[src/rtl/assert_macros.svh]
// assertion helpers shared by the rtl
`ifndef ASSERT_MACROS_SVH
`define ASSERT_MACROS_SVH

// same-cycle implication, checked at every rising edge outside reset
`define ASSERT_SAME(lbl, clk_i, rst_n_i, ante, cons) \
	lbl: assert property (@(posedge clk_i) disable iff (!rst_n_i) (ante) |-> (cons)) \
		else $error("same-cycle check failed");

// next-cycle implication, checked at every rising edge outside reset
`define ASSERT_NEXT(lbl, clk_i, rst_n_i, ante, cons) \
	lbl: assert property (@(posedge clk_i) disable iff (!rst_n_i) (ante) |=> (cons)) \
		else $error("next-cycle check failed");

`endif

[src/rtl/thlr_pkg.sv]
`default_nettype none
package thlr_pkg;

	localparam int COORD_BITS_DEF    = 13;
	localparam int MAX_THICKNESS_DEF = 16;

	localparam int THK_W   = 5;
	localparam int FRAME_W = 13;
	localparam int PIX_W   = 12;
	localparam int COLOR_W = 8;
	localparam int CFG_W   = 13;
	localparam int IDX_W   = 2;

	localparam logic [THK_W-1:0]   THK_RESET   = THK_W'(1);
	localparam logic [FRAME_W-1:0] FRAME_RESET = FRAME_W'(512);
	localparam logic [FRAME_W-1:0] FRAME_LIMIT = FRAME_W'(4096);

	typedef enum logic [IDX_W-1:0] {
		REG_LINE_THICKNESS = 2'd0,
		REG_FRAME_WIDTH    = 2'd1,
		REG_FRAME_HEIGHT   = 2'd2
	} cfg_reg_t;

	typedef enum logic {
		OP_TICK  = 1'b0,
		OP_START = 1'b1
	} opcode_t;

endpackage
`default_nettype wire

[src/rtl/thick_line_rasterizer_core.sv]
// thick line rasterizer: bresenham walk with a square brush per line point
// a tick request's pixel write is registered and shows in the cycle after acceptance
// throughput: one request per cycle while in_stall is low; the line step, brush
//   offset and frame clip settle between the state and output registers
// reset: arst_n clears line activity, brush counters and the output valid,
//   and loads thickness 1 and a 512 x 512 frame
`default_nettype none
`include "assert_macros.svh"
module thick_line_rasterizer_core #(
	parameter int COORD_BITS    = thlr_pkg::COORD_BITS_DEF,
	parameter int MAX_THICKNESS = thlr_pkg::MAX_THICKNESS_DEF
) (
	input  wire logic                            clk,
	input  wire logic                            arst_n,
	// configuration writes
	input  wire logic                            cfg_wr_en,
	input  wire logic [thlr_pkg::IDX_W-1:0]      cfg_index,
	input  wire logic [thlr_pkg::CFG_W-1:0]      cfg_wr_data,
	// request channel
	input  wire logic                            in_valid,
	output logic                                 in_stall,
	input  wire logic                            opcode,
	input  wire logic signed [COORD_BITS-1:0]    x_start,
	input  wire logic signed [COORD_BITS-1:0]    y_start,
	input  wire logic signed [COORD_BITS-1:0]    x_end,
	input  wire logic signed [COORD_BITS-1:0]    y_end,
	input  wire logic [thlr_pkg::COLOR_W-1:0]    color_red,
	input  wire logic [thlr_pkg::COLOR_W-1:0]    color_green,
	input  wire logic [thlr_pkg::COLOR_W-1:0]    color_blue,
	// pixel write channel
	output logic                                 out_valid,
	input  wire logic                            out_stall,
	output logic [thlr_pkg::PIX_W-1:0]           pixel_x,
	output logic [thlr_pkg::PIX_W-1:0]           pixel_y,
	output logic [thlr_pkg::COLOR_W-1:0]         out_red,
	output logic [thlr_pkg::COLOR_W-1:0]         out_green,
	output logic [thlr_pkg::COLOR_W-1:0]         out_blue,
	output logic                                 last_pixel
);
	import thlr_pkg::*;

	// brush counter width, clamped thickness width, delta / error / pixel widths
	localparam int OFS_W = (MAX_THICKNESS > 1) ? $clog2(MAX_THICKNESS) : 1;
	localparam int TB    = $clog2(MAX_THICKNESS + 1);
	localparam int TW    = ((TB > THK_W) ? TB : THK_W) + 1;
	localparam int DW    = COORD_BITS + 1;
	localparam int EW    = COORD_BITS + 2;
	localparam int PW    = (COORD_BITS + 2 > FRAME_W + 1) ? COORD_BITS + 2 : FRAME_W + 1;

	// configuration registers
	logic [THK_W-1:0]   thk_q;
	logic [FRAME_W-1:0] fw_q;
	logic [FRAME_W-1:0] fh_q;

	// line state
	logic                         active_q;
	logic signed [COORD_BITS-1:0] cur_x_q, cur_y_q, goal_x_q, goal_y_q;
	logic signed [DW-1:0]         dx_q, ndy_q;
	logic                         sx_q, sy_q;
	logic signed [EW-1:0]         err_q;
	logic [OFS_W-1:0]             blk_x_q, blk_y_q;
	logic [COLOR_W-1:0]           red_q, green_q, blue_q;

	// output register
	logic                         out_valid_q;
	logic [PIX_W-1:0]             pixel_x_q, pixel_y_q;
	logic [COLOR_W-1:0]           out_red_q, out_green_q, out_blue_q;
	logic                         last_q;

	logic in_acc;
	logic is_start;

	// the output slot frees when it is empty or being taken this cycle
	assign in_stall = out_valid_q && out_stall;
	assign in_acc   = in_valid && !in_stall;
	assign is_start = (opcode == OP_START);

	// ---------------------------------------------------------------- config
	always_ff @(posedge clk or negedge arst_n) begin
		if (!arst_n) begin
			thk_q <= THK_RESET;
			fw_q  <= FRAME_RESET;
			fh_q  <= FRAME_RESET;
		end else if (cfg_wr_en) begin
			unique case (cfg_index)
				REG_LINE_THICKNESS: thk_q <= cfg_wr_data[THK_W-1:0];
				REG_FRAME_WIDTH:    fw_q  <= cfg_wr_data[FRAME_W-1:0];
				REG_FRAME_HEIGHT:   fh_q  <= cfg_wr_data[FRAME_W-1:0];
				default: ;
			endcase
		end
	end

	// ------------------------------------------------------- brush geometry
	logic [TW-1:0] thk_raw, t_eff, half;
	logic          row_end, blk_end;

	always_comb begin
		thk_raw = TW'(thk_q);
		// zero acts as one, anything past the brush limit as the limit
		if (thk_raw == '0)
			t_eff = TW'(1);
		else if (thk_raw > TW'(MAX_THICKNESS))
			t_eff = TW'(MAX_THICKNESS);
		else
			t_eff = thk_raw;
		half    = t_eff >> 1;
		// counters left beyond a shrunk side end their row or block at once
		row_end = (TW'(blk_x_q) + TW'(1)) >= t_eff;
		blk_end = row_end && ((TW'(blk_y_q) + TW'(1)) >= t_eff);
	end

	// ------------------------------------------------------- frame clipping
	logic [FRAME_W-1:0]   w_eff, h_eff;
	logic signed [PW-1:0] px, py;
	logic                 in_frame;

	always_comb begin
		w_eff = (fw_q > FRAME_LIMIT) ? FRAME_LIMIT : fw_q;
		h_eff = (fh_q > FRAME_LIMIT) ? FRAME_LIMIT : fh_q;
		// brush pixel = line point + counter - half side
		px = PW'(cur_x_q) + $signed(PW'(blk_x_q)) - $signed(PW'(half));
		py = PW'(cur_y_q) + $signed(PW'(blk_y_q)) - $signed(PW'(half));
		in_frame = !px[PW-1] && !py[PW-1]
			&& (px < $signed(PW'(w_eff))) && (py < $signed(PW'(h_eff)));
	end

	// -------------------------------------------------------- bresenham step
	logic signed [EW:0]   e2;
	logic                 x_step, y_step, at_x, at_y, line_done;
	logic signed [EW-1:0] add_x, add_y, err_next;

	always_comb begin
		e2     = (EW + 1)'(err_q) <<< 1;
		x_step = e2 >= (EW + 1)'(ndy_q);
		y_step = e2 <= (EW + 1)'(dx_q);
		at_x   = (cur_x_q == goal_x_q);
		at_y   = (cur_y_q == goal_y_q);
		// the line ends on reaching the goal, or when a step is due along an
		// axis that already sits on its goal
		line_done = (at_x && at_y) || (x_step && at_x) || (y_step && at_y);
		add_x    = x_step ? EW'(ndy_q) : '0;
		add_y    = y_step ? EW'(dx_q) : '0;
		err_next = err_q + add_x + add_y;
	end

	// ------------------------------------------------------ start-line setup
	logic signed [DW-1:0] dx_s, dy_s, abs_dx, neg_dy;

	always_comb begin
		dx_s   = DW'(x_end) - DW'(x_start);
		dy_s   = DW'(y_end) - DW'(y_start);
		abs_dx = dx_s[DW-1] ? -dx_s : dx_s;
		neg_dy = dy_s[DW-1] ? dy_s : -dy_s;
	end

	// ----------------------------------------------------------- line state
	logic tick_live;
	assign tick_live = in_acc && !is_start && active_q;

	always_ff @(posedge clk or negedge arst_n) begin
		if (!arst_n) begin
			active_q <= 1'b0;
			blk_x_q  <= '0;
			blk_y_q  <= '0;
		end else if (in_acc && is_start) begin
			active_q <= 1'b1;
			blk_x_q  <= '0;
			blk_y_q  <= '0;
		end else if (tick_live) begin
			if (!row_end) begin
				blk_x_q <= blk_x_q + OFS_W'(1);
			end else if (!blk_end) begin
				blk_x_q <= '0;
				blk_y_q <= blk_y_q + OFS_W'(1);
			end else begin
				blk_x_q <= '0;
				blk_y_q <= '0;
				if (line_done)
					active_q <= 1'b0;
			end
		end
	end

	// geometry and color; once the line ends these are reloaded before use
	always_ff @(posedge clk) begin
		if (in_acc && is_start) begin
			cur_x_q  <= x_start;
			cur_y_q  <= y_start;
			goal_x_q <= x_end;
			goal_y_q <= y_end;
			dx_q     <= abs_dx;
			ndy_q    <= neg_dy;
			sx_q     <= !(x_start < x_end);
			sy_q     <= !(y_start < y_end);
			err_q    <= EW'(abs_dx) + EW'(neg_dy);
			red_q    <= color_red;
			green_q  <= color_green;
			blue_q   <= color_blue;
		end else if (tick_live && blk_end && !line_done) begin
			if (x_step)
				cur_x_q <= sx_q ? cur_x_q - COORD_BITS'(1) : cur_x_q + COORD_BITS'(1);
			if (y_step)
				cur_y_q <= sy_q ? cur_y_q - COORD_BITS'(1) : cur_y_q + COORD_BITS'(1);
			err_q <= err_next;
		end
	end

	// -------------------------------------------------------- output register
	always_ff @(posedge clk or negedge arst_n) begin
		if (!arst_n) begin
			out_valid_q <= 1'b0;
		end else if (in_acc) begin
			out_valid_q <= tick_live && in_frame;
		end else if (!out_stall) begin
			out_valid_q <= 1'b0;
		end
	end

	always_ff @(posedge clk) begin
		if (in_acc) begin
			pixel_x_q   <= px[PIX_W-1:0];
			pixel_y_q   <= py[PIX_W-1:0];
			out_red_q   <= red_q;
			out_green_q <= green_q;
			out_blue_q  <= blue_q;
			last_q      <= blk_end && line_done;
		end
	end

	assign out_valid  = out_valid_q;
	assign pixel_x    = pixel_x_q;
	assign pixel_y    = pixel_y_q;
	assign out_red    = out_red_q;
	assign out_green  = out_green_q;
	assign out_blue   = out_blue_q;
	assign last_pixel = last_q;

	// ------------------------------------------------------------- assertions
	// a start request always arms the line with a fresh brush
	`ASSERT_NEXT(a_start_arms, clk, arst_n, in_acc && is_start,
		active_q && blk_x_q == '0 && blk_y_q == '0)
	// the pixel flagged last is followed by an idle line
	`ASSERT_NEXT(a_last_ends_line, clk, arst_n, tick_live && blk_end && line_done,
		!active_q && out_valid_q == $past(in_frame))
	// brush counters never run past the largest side
	`ASSERT_SAME(a_brush_bounds, clk, arst_n, active_q,
		TW'(blk_x_q) < TW'(MAX_THICKNESS) && TW'(blk_y_q) < TW'(MAX_THICKNESS))

endmodule
`default_nettype wire

[config.mk]
export PLATFORM = sky130hd
export DESIGN_NAME = thick_line_rasterizer_core
export DESIGN_NICKNAME = d
export VERILOG_FILES = /design/src/rtl/thlr_pkg.sv /design/src/rtl/thick_line_rasterizer_core.sv
export VERILOG_INCLUDE_DIRS = /design/src /design/src/rtl
export SDC_FILE = /design/constraint.sdc
export NUM_CORES = 1
export LEC_CHECK = 0
export ABC_AREA = 1
export BUFFER_PORTS_ARGS = -buffer_cell sky130_fd_sc_hd__buf_2
export CORE_UTILIZATION = 61
export DETAILED_ROUTE_END_ITERATION = 8
export GPL_TIMING_DRIVEN = 0
export PLACE_DENSITY = 0.79
export SLEW_MARGIN = 15
export SYNTH_ARGS = -nofsm -noshare
export SYNTH_HDL_FRONTEND = slang
export SYNTH_SLANG_ARGS = --single-unit
export TNS_END_PERCENT = 50
[constraint.sdc]
create_clock -name clk -period 5.7 [get_ports clk]
set_clock_uncertainty 0.15 [all_clocks]
set_input_delay 0.285 -clock clk [delete_from_list [all_inputs] [get_ports clk]]
set_output_delay 0.285 -clock clk [all_outputs]
set_load 0.005 [all_outputs]
==> results.json, run 1 <==
{
  "coreArea_um2": 25110,
  "cp_max_fo": 3,
  "die_width_um": 161.8,
  "yosys_warnings": 0,
  "finalInstanceArea_um2": 18460,
  "grt_overflow_total": 0,
  "grt_pass1_wl_mm": 64.46,
  "final_cell_mix": "425 x nand2_1, 307 x inv_1, 171 x ha_1",
  "cts_root_buf": "clkbuf_16",
  "cts_buffers": 24,
  "gp_congestion": 0.9213,
  "tritoncts": "done",
  "wire_per_inst_um": 16.77,
  "wirelength_mm": 40.84,
  "avgSynthCellArea_um2": 8.549,
  "ys_ff_latch": 211,
  "power_mw": 8.848,
  "antenna_found_initial": 1,
  "rrSetupSlack_ns": 0.64,
  "htree_levels": 1,
  "required_ns": 6.03,
  "antenna_left": 0,
  "period_share_pct": 88.86,
  "die_h_um": 161.8,
  "yosys.area.top_type": "edfxtp_1",
  "cap_violations": 0,
  "final_hold_viol_count": 0,
  "status": "completed",
  "syn_to_final_growth_pct": 18.46,
  "grt_max_degree": 55,
  "rsz0062_at_grt": "no",
  "synth_nets": 2119,
  "clk_pin_slew_ns": 0.06,
  "ctsResizeCount": 0,
  "postSynthCellCount": 1823,
  "setup-tns-final_ns": 0,
  "min_path_type": "in -> reg",
  "vias_per_cell": 5.503,
  "ctsHoldBuffers": 87,
  "drc": 0,
  "holdPathStages": 3,
  "period_minus_slack_ns": 5.065,
  "finish.net_count": 2382,
  "placed_cell_area_um2": 16790,
  "rr_worst_depth": 21,
  "cp.arrival_ns": 5.39,
  "max-slew-margin-rel_pct": 40.98,
  "fin_util_pct": 73.53,
  "ys_seq_area_share_pct": 39.36,
  "drv_slew": 0,
  "io_buffers": 147,
  "drt_first_pass_iters": 6,
  "crit_path_start_kind": "flip-flop",
  "setup_viol": 0,
  "insertion_delay_ns": 0.54,
  "netlist-cell-type-count": 57,
  "crit_type": "reg -> reg",
  "peakVddDrop_v": 0.0002605,
  "hold_ws_ns": 0.02953,
  "worst_pin_slew_ns": 0.8853,
  "synthTopCellsByArea": "edfxtp_1 33%, ha_1 14%, nand2_1 10%, inv_1 7.4%, dfrtp_1 6.1%",
  "fmax_mhz": 197.4,
  "post_cts_buffers": 0,
  "end_kind": "flip-flop",
  "drive_gt1_share_pct": 11.31,
  "die_area_um2": 26190,
  "synth_top_area_share_pct": 32.76,
  "hpwl_mm": 30.02,
  "cts_max_path_buffers": 3,
  "rows": 58,
  "powerDensity_nw_per_um2": 479.3,
  "clock_sink_count": 211,
  "layout_commonest_cell": "nand2_1",
  "initial_core_util_pct": 62.07,
  "drtIter0Drc": 1126,
  "synth_area_um2": 15580,
  "via_count": 13400,
  "io_pins": 148,
  "fillCellCount": 1813,
  "p_leak_nw": 9.015,
  "grt_usage_pct": 31.16,
  "grt_pass1_vias": 13120
}
metal layers:
metal	up-vias	track usage [%]	share of wire, %
met1	6151	39.93	41
li1	6581	-	-
met3	93	5.720	8.4
met4	0	9.005	2.5
met2	575	53.71	48
met5	-	0	0
Yosys cell counts (all sizes together):
| cell type | n |
|---|---|
| nand2 | 429 |
| inv | 311 |
| ha | 171 |
| edfxtp | 170 |
| o21ai | 128 |
| a21oi | 117 |
| nor2 | 108 |
| nand3 | 70 |
| xor2 | 63 |
| xnor2 | 44 |
| dfrtp | 38 |
| fa | 28 |
| a31oi | 22 |
| nor3 | 17 |
| clkbuf | 16 |
| nand4 | 16 |
| a21o | 10 |
| or2 | 9 |
| o21bai | 8 |
| a21boi | 7 |
| nand3b | 6 |
| o22ai | 6 |
| o21a | 4 |
| dfstp | 3 |
| o2111ai | 3 |
| a211oi | 2 |
| a31o | 2 |
| buf | 2 |
| nor4 | 2 |
| o31ai | 2 |
| a2111oi | 1 |
| a221oi | 1 |
| and3 | 1 |
| clkinv | 1 |
| nand2b | 1 |
| o211a | 1 |
| o221ai | 1 |
| o22a | 1 |
| or4 | 1 |
path summary, 6_finish.rpt:
| check | startpoint | end |
|---|---|---|
| setup / recovery | thk_q[2]$_DFFE_PN0P_ | out_valid$_DFFE_PN0P_ |
| hold / removal | x_start[4] | cur_x_q[4]$_DFFE_PP_ |
| setup reg to reg | thk_q[2]$_DFFE_PN0P_ | out_valid$_DFFE_PN0P_ |
| hold reg to reg | red_q[4]$_DFFE_PP_ | out_red[4]$_DFFE_PP_ |
| max in group asynchronous | arst_n | blk_x_q[3]$_DFFE_PN0P_ |
| min in group asynchronous | arst_n | fw_q[10]$_DFFE_PN0P_ |
power by group:
group / internal (mW) / switching (mW) / total, mW / leakage (nW)
Sequential: 2.14 / 0.216 / 2.36 / 2.12
Combinational: 1.93 / 2.99 / 4.92 / 6.49
Clock: 0.887 / 0.690 / 1.58 / 0.401
Total: 4.95 / 3.90 / 8.85 / 9.02
cell families (layout without fill, tap and decap cells):
| logic type | count (synthesis) | after routing | synth area share, % |
|---|---|---|---|
| flip-flops | 211 | 211 | 39.36 |
| AO/OA/AOI/OAI | 316 | 316 | 11.40 |
| AND/OR/NAND/NOR | 660 | 660 | 17.59 |
| buffers and inverters | 330 | 611 | 7.996 |
| other | 0 | 1 | 0 |
| XOR/XNOR | 107 | 107 | 6.326 |
| adder cells (fa/ha/maj) | 199 | 199 | 17.32 |
stage by stage:
step	setup slack, ns	instances
2_1_floorplan	1.505	1823
3_3_place_gp	-0.1340	2300
3_5_place_dp	0.8138	2303
4_1_cts	0.8244	2434
5_1_grt	0.3927	2435
6_report	0.6351	2435
layout make-up:
| cell class | count | area, um2 | area share [%] |
|---|---|---|---|
| multi-input combinational | 1282 | 8204 | 44.44 |
| clock buffer | 29 | 660.6 | 3.578 |
| buffer | 18 | 76.32 | 0.4134 |
| antenna | 1 | 2.502 | 0.01355 |
| inverter | 312 | 1174 | 6.357 |
| sequential | 211 | 6135 | 33.23 |
| clock inverter | 15 | 136.4 | 0.7387 |
| tap | 330 | 412.9 | 2.236 |
| timing repair buffer | 237 | 1662 | 9.000 |
critical path, cell delays in order (launching register included):
cell	delay, ns
dfrtp_1	0.39
inv_1	0.08
nand4_1	0.11
a21oi_1	0.39
fa_1	0.50
inv_1	0.12
ha_1	0.24
nand3_1	0.08
nand2_1	0.11
nand2_1	0.08
nand2_1	0.10
a21boi_0	0.31
o21ai_0	0.22
xor2_1	0.21
ha_1	0.26
a21oi_1	0.23
nand2_1	0.09
a2111oi_0	0.69
nand3_1	0.32
nor2_1	0.17
nand3_1	0.09
nand2_1	0.06
sequential cells by signal (all words and copies together), names as in the netlist, 12 cells and up:
name / cells
cur_x_q: 13
cur_y_q: 13
dx_q: 14
err_q: 15
fh_q: 13
fw_q: 13
goal_x_q: 13
goal_y_q: 13
ndy_q: 14
pixel_x: 12
pixel_y: 12
(Power assumes the default switching activity.)
==> run 2: changes to the inputs <==
CORE_UTILIZATION = 45   (was 61)
PLACE_DENSITY = 0.6   (was 0.79)
==> run 2 against run 1 <==
  * Clock power about the same
  * Largest cell class unchanged
  * Flip-flop and latch count stayed put
  * Cell count rose by 5.1%
  * Routed wire length fell by 0.58%
  * Combinational power down 1%
  * Sequential share of layout area fell by 0.29 points
  * Die area grew 35%
  * Critical path depth grew 2
  * First-iteration DRC count decreased by 39%
==> results.json, run 2 (synthesis results as in run 1) <==
{
  "io_buffers": 147,
  "crit_slowest_cell": "edfxtp_1",
  "setup_viol": 0,
  "finish.net_count": 2385,
  "status": "completed",
  "max_flop_register": "err_q",
  "fmax_mhz": 205.5,
  "timing.rr.start": "err_q[14]$_DFFE_PP_",
  "drv_slew": 0,
  "holdPathStages": 3,
  "clock_sink_count": 211,
  "rows": 67,
  "clk_pin_slew_ns": 0.06,
  "worstHoldEndpoint": "cur_x_q[3]$_DFFE_PP_",
  "period_share_pct": 85.35,
  "grt_pass1_wl_mm": 65.11,
  "io_pins": 148,
  "vias_per_cell": 5.113,
  "rsz0062_at_grt": "no",
  "cap_violations": 0,
  "min_path_type": "in -> reg",
  "period_minus_slack_ns": 4.865,
  "largest_reg_flops": 15,
  "end_kind": "flip-flop",
  "crit_path_start_kind": "flip-flop",
  "syn_to_final_growth_pct": 19.52,
  "grt_usage_pct": 23.03,
  "die_width_um": 188.1,
  "via_count": 13080,
  "cts_root_buf": "clkbuf_16",
  "final_cell_mix": "425 x nand2_1, 307 x inv_1, 171 x ha_1",
  "cp_max_fo": 10,
  "drive_gt1_share_pct": 11.14,
  "gp_congestion": 0.8785,
  "drtIter0Drc": 682,
  "wire_per_inst_um": 15.87,
  "powerDensity_nw_per_um2": 471.8,
  "p_leak_nw": 9.011,
  "insertion_delay_ns": 0.56,
  "peakVddDrop_v": 0.0002602,
  "worst_pin_slew_ns": 0.9118,
  "post_cts_buffers": 0,
  "die_h_um": 188.1,
  "max_stage_delay_ns": 0.45,
  "htree_levels": 1,
  "cts_buffers": 26,
  "cp.buffers_inverters": 4,
  "crit_type": "reg -> reg",
  "path_cells": "ha_1 > nand2_1 > nor3_1 > nand2_1 > nand2_1 > nand2_1 > nand3_2 > clkbuf_1 > nand2_1 > fa_1 > inv_1 > ha_1 > inv_1 > fa_1 > nor2_1 > o21ai_0 > nand2_1 > a21oi_1 > inv_1 > a31oi_1 > or2_2 > nand3_1 > nand2_1",
  "timing.rr.end": "err_q[11]$_DFFE_PP_",
  "final_hold_viol_count": 0,
  "drt_first_pass_iters": 5,
  "placed_cell_area_um2": 16940,
  "dp_slack_ns": 0.8597,
  "rrSetupSlack_ns": 0.83,
  "grt_overflow_total": 0,
  "cts_max_path_buffers": 3,
  "cp.arrival_ns": 5.01,
  "tritoncts": "done",
  "initial_core_util_pct": 46.13,
  "critical_path.most_common_cell": "nand2_1",
  "grt_pass1_vias": 12980,
  "finalInstanceArea_um2": 18630,
  "max-slew-margin-rel_pct": 39.22,
  "finalWorstSetupSlack_ns": 0.8349,
  "largestRegisters": "err_q: 15 flops, dx_q: 14 flops, ndy_q: 14 flops",
  "antenna_found_initial": 1,
  "grt_max_degree": 55,
  "drc": 0,
  "die_area_um2": 35380,
  "crit_family": "simple AND/OR/NAND/NOR gates",
  "wirelength_mm": 40.60,
  "hp-start": "x_start[3]",
  "rr_worst_depth": 23,
  "coreArea_um2": 33780,
  "required_ns": 5.84,
  "hpwl_mm": 31.42,
  "antenna_left": 0,
  "layout_commonest_cell": "nand2_1"
}
-- run 2: report_power, final --
| group | switching [mW] | total (mW) | internal (mW) |
|---|---|---|---|
| clock network | 0.677 | 1.56 | 0.884 |
| logic | 2.95 | 4.87 | 1.92 |
| registers | 0.217 | 2.36 | 2.14 |
-- run 2: timing repair --
| action | in CTS | in global routing |
|---|---|---|
| resized for setup | 0 | 0 |
| hold buffers | 88 | 0 |
| endpoints found under the hold margin | 143 | 0 |
-- run 2: cell type report --
cell class,count,area (um2)
sequential,211,6135
antenna,1,2.502
tap,448,560.5
fill,3053,15160
clock inverter,13,90.09
clock buffer,35,714.4
multi-input combinational,1282,8204
inverter,312,1174
buffer,18,76.32
timing repair buffer,238,1672
-- run 2: how the worst max path moves through the flow --
stage               slack (ns)                  start             endpoint  cells past startpoint
finish                    0.83    err_q[14]$_DFFE_PP_  err_q[11]$_DFFE_PP_                     23
global route              0.55     err_q[9]$_DFFE_PP_  err_q[11]$_DFFE_PP_                     25
CTS                       0.84    err_q[14]$_DFFE_PP_  err_q[11]$_DFFE_PP_                     23
detailed placement        0.86     dx_q[13]$_DFFE_PP_  err_q[11]$_DFFE_PP_                     24
global placement         -0.32              out_stall  err_q[14]$_DFFE_PP_                      8
floorplan                 1.51  out_valid$_DFFE_PN0P_   err_q[4]$_DFFE_PP_                      6
-- run 2: layer usage --
layer / share of wire, % / wire length, um / track usage, %
met2: 46 / 18480 / 37.96
met3: 4.8 / 1956 / 3.013
met5: 0 / 0 / 0
met1: 47 / 19220 / 31.96
met4: 2.3 / 946 / 5.597
-- run 2: through the flow --
step | setup TNS (ns) | utilization [%] | total power, mW | hold WS (ns) | cells
2_1_floorplan | 0 | - | 5.949 | -0.1606 | 1823
3_3_place_gp | -5.134 | 49.97 | 7.031 | 0.2507 | 2418
3_5_place_dp | 0 | 50.14 | 7.159 | 0.2545 | 2421
4_1_cts | 0 | 55.13 | 8.808 | 0.005688 | 2557
5_1_grt | 0 | 55.14 | 9.621 | 0.06106 | 2558
6_report | 0 | 55.14 | 8.789 | 0.03322 | 2558
-- run 2: worst reg2reg max path, stage by stage (launching register included) --
cell	delay, ns
edfxtp_1	0.45
ha_1	0.38
nand2_1	0.10
nor3_1	0.33
nand2_1	0.10
nand2_1	0.07
nand2_1	0.05
nand3_2	0.18
clkbuf_1	0.38
nand2_1	0.13
fa_1	0.38
inv_1	0.07
ha_1	0.22
inv_1	0.09
fa_1	0.38
nor2_1	0.16
o21ai_0	0.10
nand2_1	0.17
a21oi_1	0.09
inv_1	0.10
a31oi_1	0.10
or2_2	0.28
nand3_1	0.07
nand2_1	0.06
